$ cat config.mk
export PLATFORM = sky130hd
export DESIGN_NAME = brp_queue
export DESIGN_NICKNAME = d
export VERILOG_FILES = /design/src/rtl/brp_pkg.sv /design/src/rtl/brp_queue.sv
export SDC_FILE = /design/constraint.sdc
export NUM_CORES = 1
export LEC_CHECK = 0
export ABC_AREA = 0
export BUFFER_PORTS_ARGS = -buffer_cell sky130_fd_sc_hd__buf_2
export CORE_MARGIN = 1.5
export CORE_UTILIZATION = 30
export CTS_CLUSTER_DIAMETER = 120
export DETAILED_ROUTE_END_ITERATION = 12
export SETUP_SLACK_MARGIN = 0.4
export SYNTH_ARGS = -nofsm -noshare
export SYNTH_HDL_FRONTEND = slang
export SYNTH_SLANG_ARGS = --single-unit
$ cat constraint.sdc
create_clock -name clk -period 7.3 [get_ports clk]
set_input_delay 1.46 -clock clk [delete_from_list [all_inputs] [get_ports clk]]
set_output_delay 1.46 -clock clk [all_outputs]
set_load 0.1 [all_outputs]
$ cat src/rtl/brp_pkg.sv
// shared types, constants and arithmetic helpers of the bump pair force block
// used by every module of the block but the checker; depends on nothing
package brp_pkg;

	// configuration register indexes
	localparam logic [1:0] CFG_TOLERANCE    = 2'd0;
	localparam logic [1:0] CFG_FORCE_WEIGHT = 2'd1;

	localparam logic [19:0] TOLERANCE_RESET    = 20'd0;
	localparam logic [23:0] FORCE_WEIGHT_RESET = 24'd65536;

	localparam int ATOM_INDEX_BITS_DEF = 16;
	localparam int SQRT_STEPS  = 32;
	localparam int DIV_STEPS   = 32;
	localparam int FRONT_DEPTH = SQRT_STEPS + 4;
	localparam int BACK_DEPTH  = DIV_STEPS + 3;
	localparam int QUEUE_DEPTH = 4;
	localparam int QUEUE_PTR_BITS = $clog2(QUEUE_DEPTH);

	// pair data carried along the front pipeline
	typedef struct packed {
		logic [15:0]      out_first;
		logic [15:0]      out_second;
		logic [2:0][31:0] mag;
		logic [2:0]       neg;
		logic             gt;
		logic             bonded;
		logic             r1;
		logic             r2;
		logic             last;
		logic [19:0]      contact;
	} fmeta_t;

	// one restoring square root step
	typedef struct packed {
		logic [63:0] rad;
		logic [32:0] rem;
		logic [31:0] root;
	} sqrt_t;

	// classified pair handed from front to back
	typedef struct packed {
		logic [15:0]      out_first;
		logic [15:0]      out_second;
		logic [2:0][31:0] mag;
		logic [2:0]       neg;
		logic             r1;
		logic             r2;
		logic             last;
		logic             bump;
		logic             dz;
		logic [19:0]      d;
		logic [28:0]      w;
	} item_t;

	// queue status seen by both sides
	typedef struct packed {
		logic not_empty;
		logic full;
	} qstat_t;

	// pair data carried along the back pipeline
	typedef struct packed {
		logic [15:0] out_first;
		logic [15:0] out_second;
		logic [2:0]  neg;
		logic        r1;
		logic        r2;
		logic        last;
		logic        bump;
		logic        dz;
		logic [19:0] d;
		logic [31:0] viol;
	} bmeta_t;

	// one long division lane
	typedef struct packed {
		logic [19:0] rem;
		logic [31:0] low;
		logic [31:0] q;
		logic        ovf;
	} div_t;

	function automatic sqrt_t sqrt_step(input sqrt_t s);
		logic [34:0] t;
		logic [34:0] c;
		sqrt_t r;
		t = {s.rem, s.rad[63:62]};
		c = {1'b0, s.root, 2'b01};
		r.rad = {s.rad[61:0], 2'b00};
		if (t >= c) begin
			r.rem  = 33'(t - c);
			r.root = {s.root[30:0], 1'b1};
		end else begin
			r.rem  = t[32:0];
			r.root = {s.root[30:0], 1'b0};
		end
		return r;
	endfunction

	function automatic div_t div_step(input div_t s, input logic [19:0] d);
		logic [20:0] t;
		div_t r;
		t = {s.rem, s.low[31]};
		r.low = {s.low[30:0], 1'b0};
		r.ovf = s.ovf;
		if (t >= {1'b0, d}) begin
			r.rem = 20'(t - {1'b0, d});
			r.q   = {s.q[30:0], 1'b1};
		end else begin
			r.rem = t[19:0];
			r.q   = {s.q[30:0], 1'b0};
		end
		return r;
	endfunction

	// saturate +q or -q to the signed 32 bit range, q up to 2^32
	function automatic logic [31:0] sat_s32(input logic [32:0] q, input logic negate);
		logic [31:0] r;
		if (negate) begin
			if (q > 33'h0_8000_0000) r = 32'h8000_0000;
			else r = 32'(-q[31:0]);
		end else begin
			if (q >= 33'h0_8000_0000) r = 32'h7FFF_FFFF;
			else r = q[31:0];
		end
		return r;
	endfunction

endpackage

$ cat src/rtl/brp_queue.sv
// short queue between the front and back pipelines
// depends on brp_pkg
module brp_queue (
	input  logic            clk,
	input  logic            arst_n,
	input  logic            push,
	input  brp_pkg::item_t  wr_item,
	input  logic            pop,
	output brp_pkg::item_t  rd_item,
	output brp_pkg::qstat_t qstat
);

	localparam int N = brp_pkg::QUEUE_DEPTH;
	localparam int P = brp_pkg::QUEUE_PTR_BITS;

	brp_pkg::item_t mem_q [N];
	logic [P-1:0]   wr_ptr_q, rd_ptr_q;
	logic [P:0]     count_q;

	assign qstat.not_empty = count_q != '0;
	assign qstat.full      = count_q == (P+1)'(N);
	assign rd_item         = mem_q[rd_ptr_q];

	// pointers and fill count
	always_ff @(posedge clk or negedge arst_n) begin
		if (!arst_n) begin
			wr_ptr_q <= '0;
			rd_ptr_q <= '0;
			count_q  <= '0;
		end else begin
			if (push) wr_ptr_q <= (wr_ptr_q == P'(N-1)) ? '0 : wr_ptr_q + 1'b1;
			if (pop) rd_ptr_q <= (rd_ptr_q == P'(N-1)) ? '0 : rd_ptr_q + 1'b1;
			count_q <= count_q + (P+1)'(push) - (P+1)'(pop);
		end
	end

	// storage
	always_ff @(posedge clk) begin
		if (push) mem_q[wr_ptr_q] <= wr_item;
	end

endmodule

==> results of run 1 <==
[cell families (layout without fill, tap and decap cells)]
family | after synthesis | count (layout) | share of synthesized area
compound gates | 2 | 2 | 0.000369
xor+xnor | 2 | 2 | 0.000646
fa+ha+maj | 8 | 8 | 0.00397
buf+inv | 48 | 537 | 0.0120
flops | 747 | 747 | 0.826
mux | 187 | 187 | 0.155
other cells | 0 | 3 | 0
simple gates | 9 | 9 | 0.00199
[tightest hold or removal path, delay by kind of cell (launching register included)]
family	cells	cell delay, ns
flip-flops	1	0.35
XOR/XNOR	1	0.14
buffers and inverters	1	0.09
[cell usage in the layout (no fill, tap or decap)]
master	count
and2_4	4
and3_1	1
buf_12	7
buf_2	375
buf_4	6
bufinv_16	9
clkbuf_1	18
clkbuf_16	81
clkinv_1	14
clkinv_2	7
clkinv_4	1
clkinv_8	4
clkinvlp_4	3
dfrtp_1	5
dfrtp_4	2
diode_2	3
edfxtp_1	740
fa_1	1
ha_1	7
inv_1	6
inv_6	4
inv_8	2
mux2_2	2
mux4_2	185
nand2_1	1
nor2_1	1
o21ai_0	2
or3_1	1
or3b_2	1
xnor2_1	2
[metal layers]
metal,up-vias,wire length (um)
met1,6259,21600
li1,5249,-
met5,-,164
met4,24,1080
met3,110,5050
met2,396,27400
[path summary, 6_finish.rpt]
kind                             start           end  slack (ns)  cells past startpoint
setup / recovery           rd_ptr_q[0]   rd_item[55]        2.37                      3
hold / removal              count_q[1]    count_q[2]        0.62                      2
setup reg to reg           wr_ptr_q[1]  mem_q[1][49]        4.92                      4
hold reg to reg             count_q[1]    count_q[2]        0.62                      2
max in group asynchronous       arst_n   rd_ptr_q[1]        6.40                      1
min in group asynchronous       arst_n    count_q[0]        0.68                      1
[state kept, by name, summed over array words and instances (netlist names)]
register and flops:
count_q 3, wr_ptr_q 2, mem_q 740, rd_ptr_q 2
[cell usage after synthesis]
cell	count	share of area
or3_1	1	0.00023
dfrtp_1	7	0.0065
nor2_1	1	0.00014
or3b_2	1	0.00032
xnor2_1	2	0.00065
fa_1	1	0.00074
and3_1	1	0.00023
buf_6	16	0.0066
edfxtp_1	740	0.82
inv_1	6	0.00083
o21ai_0	2	0.00037
ha_1	7	0.0032
clkbuf_1	5	0.00069
mux4_2	185	0.15
buf_2	21	0.0039
nand2_1	1	0.00014
mux2_2	2	0.00083
and2_1	4	0.00092
[through the flow]
step                      hold slack [ns]  cell area [um2]  std cells  utilization  setup slack, ns
after floorplan                     0.550            27100       1003            -             1.07
after detailed placement            0.598            30300       2525        0.338             2.86
after global placement              0.572            30300       2525        0.338             2.89
after global routing                0.632            33000       2669        0.367             1.97
final                               0.624            33000       2671        0.367             2.37
after CTS                           0.626            33000       2668        0.367             2.14
[cell type report]
cell class / count / share of cell area
Antenna cell: 3 / 0.000228
Clock inverter: 44 / 0.0155
Timing Repair Buffer: 388 / 0.0626
Multi-Input combinational cell: 208 / 0.133
Inverter: 6 / 0.000683
Tap cell: 1176 / 0.0446
Sequential cell: 747 / 0.680
Clock buffer: 99 / 0.0635
==> out/qor.yml, run 1 <==
global_route:
  gr-usage-met3: 0.0497
  grt-ovfl-total: 0
  grt_pass1_vias: 13035
  use_met2: 0.195
  antenna_found_initial: 16
  grt_usage: 0.119
  grt-busiest-layer: "met2"
  grt_pass1_wl_um: 80900
  grt_util_met1: 0.143
  grt_max_degree: 120
clock_tree:
  insertion_delay_ns: 0.62
  clkSinkCount: 747
  cts_hold_buf: 0
  postCtsSetupRepairBufs: 0
  htree_levels: 3
  cts_buffers: 80
  cts_root_buf: "clkbuf_16"
  clk_pin_slew_ns: 0.05
  cts_buffer_depth: 3
  post_cts_resized: 0
  tritoncts: "yes"
place:
  hpwl_um: 32100
  io_buffers: 375
  routabilityCongestion: 0.707
routing:
  drt_pass1_iterations: 7
  via_per_inst: 4.51
  wl_um: 55200
  drtIter0Drc: 741
  dr_total_vias: 12038
  drc: 0
  postRouteAntennaNets: 0
  avgRoutedWirePerCell_um: 20.7
timing:
  hold_viol_final: 0
  slew-limit-headroom: 0.305
  skew_ns: 0.0155
  maxSlewViolCount: 0
  worstMarginPinSlew_ns: 1.04
  fin_crit_sh: 0.676
  tns_ns: 0
  setup_viol: 0
  fin_crit_ns: 4.93
  fmax_mhz: 203
  rsz0062_at_grt: "false"
logic_synthesis:
  ys_ff_latch: 747
  yosysWarnings: 0
  synth.distinct_cells: 18
  ys_seq_area_frac: 0.826
  synth_area_mm2: 0.0271
  synth_cells: 1003
  syn_avg_cell_area_um2: 27.0
  synthesis.nets: 1200
floorplanning:
  die_h_um: 304
  core_area_mm2: 0.0897
  die_x_um: 304
  ios: 376
  dieArea_mm2: 0.0921
  row_count: 110
  start_util: 0.302
finish:
  final_net_count: 1628
  area_delta_synth_final_pct: 21.6
  fill_cells: 8210
  regArea_mm2: 0.0224
  drive_gt1_frac: 0.464
  multi_input_area_mm2: 0.00439
worst_setup_path:
  critPathMaxStageDelay_ns: 1.10
  crit_type: "reg -> out"
  crit_required_ns: 5.84
  slowest_stage: "dfrtp_4"
  worstPathCellList: "buf_4 > mux4_2 > buf_2"
  cp_data_arrival_time_ns: 3.47
  cp_num_buf_inv: 2
  endpoint_kind: "output port"
  cp-start-kind: "register"
  path_max_fanout: 48
  critPathTopFamily: "flip-flops"
min_path:
  worstHoldPathType: "reg -> reg"
job:
  cap_violations: 0
run_status:
  status: "complete, no violations"
Power of run 1 is left out: the tool's default activity adds up to more than one toggle a clock period on the data nets, which glitch-free logic cannot reach.
==> inputs of run 2 (changes only) <==
==> constraint.sdc (replaced) <==
create_clock -name clk -period 4.4 [get_ports clk]
set_input_delay 0.88 -clock clk [delete_from_list [all_inputs] [get_ports clk]]
set_output_delay 0.88 -clock clk [all_outputs]
set_load 0.1 [all_outputs]
==> run 2 against run 1 <==
Net effect: cell count grew 0.45%; flip-flop and latch count unchanged; critical endpoint is now rd_item[93]; sequential share of layout area fell by 0.21 points; clock-buffer cell count is 7 higher.
==> out/qor.yml, run 2 (synthesis gave the netlist of run 1 again) <==
finish:
  layout_common_cells: "edfxtp_1, buf_2, mux4_2, clkbuf_16, clkbuf_1"  # unchanged
  layout_commonest_cell: "edfxtp_1"  # unchanged
  drive_gt1_frac: 0.466  # was 0.464
  top_register: "mem_q"  # unchanged
  stdcell_area_mm2: 0.0331  # was 0.0330 mm2
  fill_cells: 8180  # was 8,210
  final_net_count: 1640  # was 1,628
  largest_reg_flops: 740  # unchanged
  area_delta_synth_final_pct: 22.0  # was 21.6%
  reg_top3: "mem_q x740, count_q x3"  # unchanged
timing:
  rsz0062_at_grt: "false"  # unchanged
  tns_ns: 0  # unchanged
  fin_crit_ns: 3.60
  setup_ws_ns: 0.795  # was 2.37 ns
  hold_viol_final: 0  # unchanged
  slew-limit-headroom: 0.446  # was 0.305
  skew_ns: 0.0161  # was 0.0155 ns
  setup_viol: 0  # unchanged
  fin_crit_sh: 0.819
  maxSlewViolCount: 0  # unchanged
  fmax_mhz: 277
  worstMarginPinSlew_ns: 0.831  # was 1.04 ns
routing:
  drc: 0  # unchanged
  avgRoutedWirePerCell_um: 20.7  # about the same
  drtIter0Drc: 809  # was 741
  via_per_inst: 4.52  # was 4.51
  wl_um: 55500  # was 55,200 um
  postRouteAntennaNets: 0  # unchanged
  drt_pass1_iterations: 4  # was 7
  dr_total_vias: 12125  # was 12,038
global_route:
  antenna_found_initial: 16  # unchanged
  grt_pass1_vias: 12889  # was 13,035
  grt_max_degree: 74  # was 120
  grt_usage: 0.118  # was 0.119
  grt_pass1_wl_um: 80300  # was 80,900 um
  grt-ovfl-total: 0  # unchanged
clock_tree:
  cts_buffer_depth: 3  # unchanged
  tritoncts: "yes"  # unchanged
  cts_hold_buf: 0  # unchanged
  post_cts_resized: 0  # unchanged
  clkSinkCount: 747  # unchanged
  insertion_delay_ns: 0.62  # about the same
  clk_pin_slew_ns: 0.05  # about the same
  htree_levels: 3  # unchanged
  cts_buffers: 80  # unchanged
  cts_root_buf: "clkbuf_16"  # unchanged
floorplanning:
  ios: 376  # unchanged
  core_area_mm2: 0.0897  # unchanged
  row_count: 110  # unchanged
  die_x_um: 304  # unchanged
  dieArea_mm2: 0.0921  # unchanged
  start_util: 0.302  # unchanged
  die_h_um: 304  # unchanged
worst_setup_path:
  endpoint: "rd_item[93]"  # was rd_item[55]
  r2r-start: "wr_ptr_q[0]"  # was wr_ptr_q[1]
  cp-start-kind: "register"  # unchanged
  startpoint: "rd_ptr_q[0]"  # unchanged
  worstReg2RegEnd: "mem_q[2][88]"  # was mem_q[1][49]
  endpoint_kind: "output port"  # unchanged
  cp_data_arrival_time_ns: 2.72  # was 3.47 ns
  crit_required_ns: 3.52  # was 5.84 ns
  reg2reg_slack_ns: 2.25  # was 4.92 ns
  path_max_fanout: 31  # was 48
  crit_type: "reg -> out"  # unchanged
  reg2reg_depth: 4  # unchanged
run_status:
  status: "complete, no violations"  # unchanged
job:
  cap_violations: 0  # unchanged
place:
  post-place-ws_ns: 1.12  # was 2.86 ns
  io_buffers: 375  # unchanged
  post_dp_cell_area_mm2: 0.0306  # was 0.0303 mm2
  routabilityCongestion: 0.702  # was 0.707
  hpwl_um: 33600  # was 32,100 um
min_path:
  worstHoldPathType: "in -> async"  # was reg -> reg
[run 2: worst min path at each step]
stage                     cells past startpoint    endpoint  slack, ns
after floorplan                               2  count_q[2]       0.55
after global placement                        2  count_q[2]       0.58
after detailed placement                      2  count_q[2]       0.57
after CTS                                     1  count_q[0]       0.03
after global routing                          1  count_q[0]       0.04
final                                         1  count_q[0]       0.08
[run 2: layer usage]
layer,routed length (um),up-vias,GRT usage
li1,-,5268,-
met1,22100,6364,0.145
met2,27000,353,0.189
met3,4990,114,0.0503
met4,1260,26,0.0351
met5,177,-,0
[run 2: through the flow]
stage                     instances  hold WS [ns]   util
after detailed placement       2536         0.574  0.341
final                          2683        0.0826  0.368
after floorplan                1003         0.550      -
after CTS                      2676        0.0282  0.368
after global placement         2536         0.578  0.341
after global routing           2679        0.0367  0.368
[run 2: cell type report]
type                    instances  area [um2]  area share
diodes                          6        15.0    0.000454
clock buffers                 106        2160      0.0654
clock inverters                34         262     0.00791
inverters                       6        22.5    0.000681
multi-input cells             208        4390       0.133
flip-flops and latches        747       22400       0.678
well taps                    1176        1470      0.0445
repair buffers                400        2340      0.0708
[run 2: repair_timing]
| action | CTS | global route |
|---|---|---|
| endpoints found under the setup margin | 0 | 14 |
| hold endpoints to repair | 0 | 0 |
| buffers inserted | 0 | 1 |
[run 2: worst max-delay path: stages (launching register included)]
cell,delay (ns)
dfrtp_4,0.83
buf_12,0.33
mux4_2,0.57
buf_2,0.31
Power of run 2 is left out for the same reason.
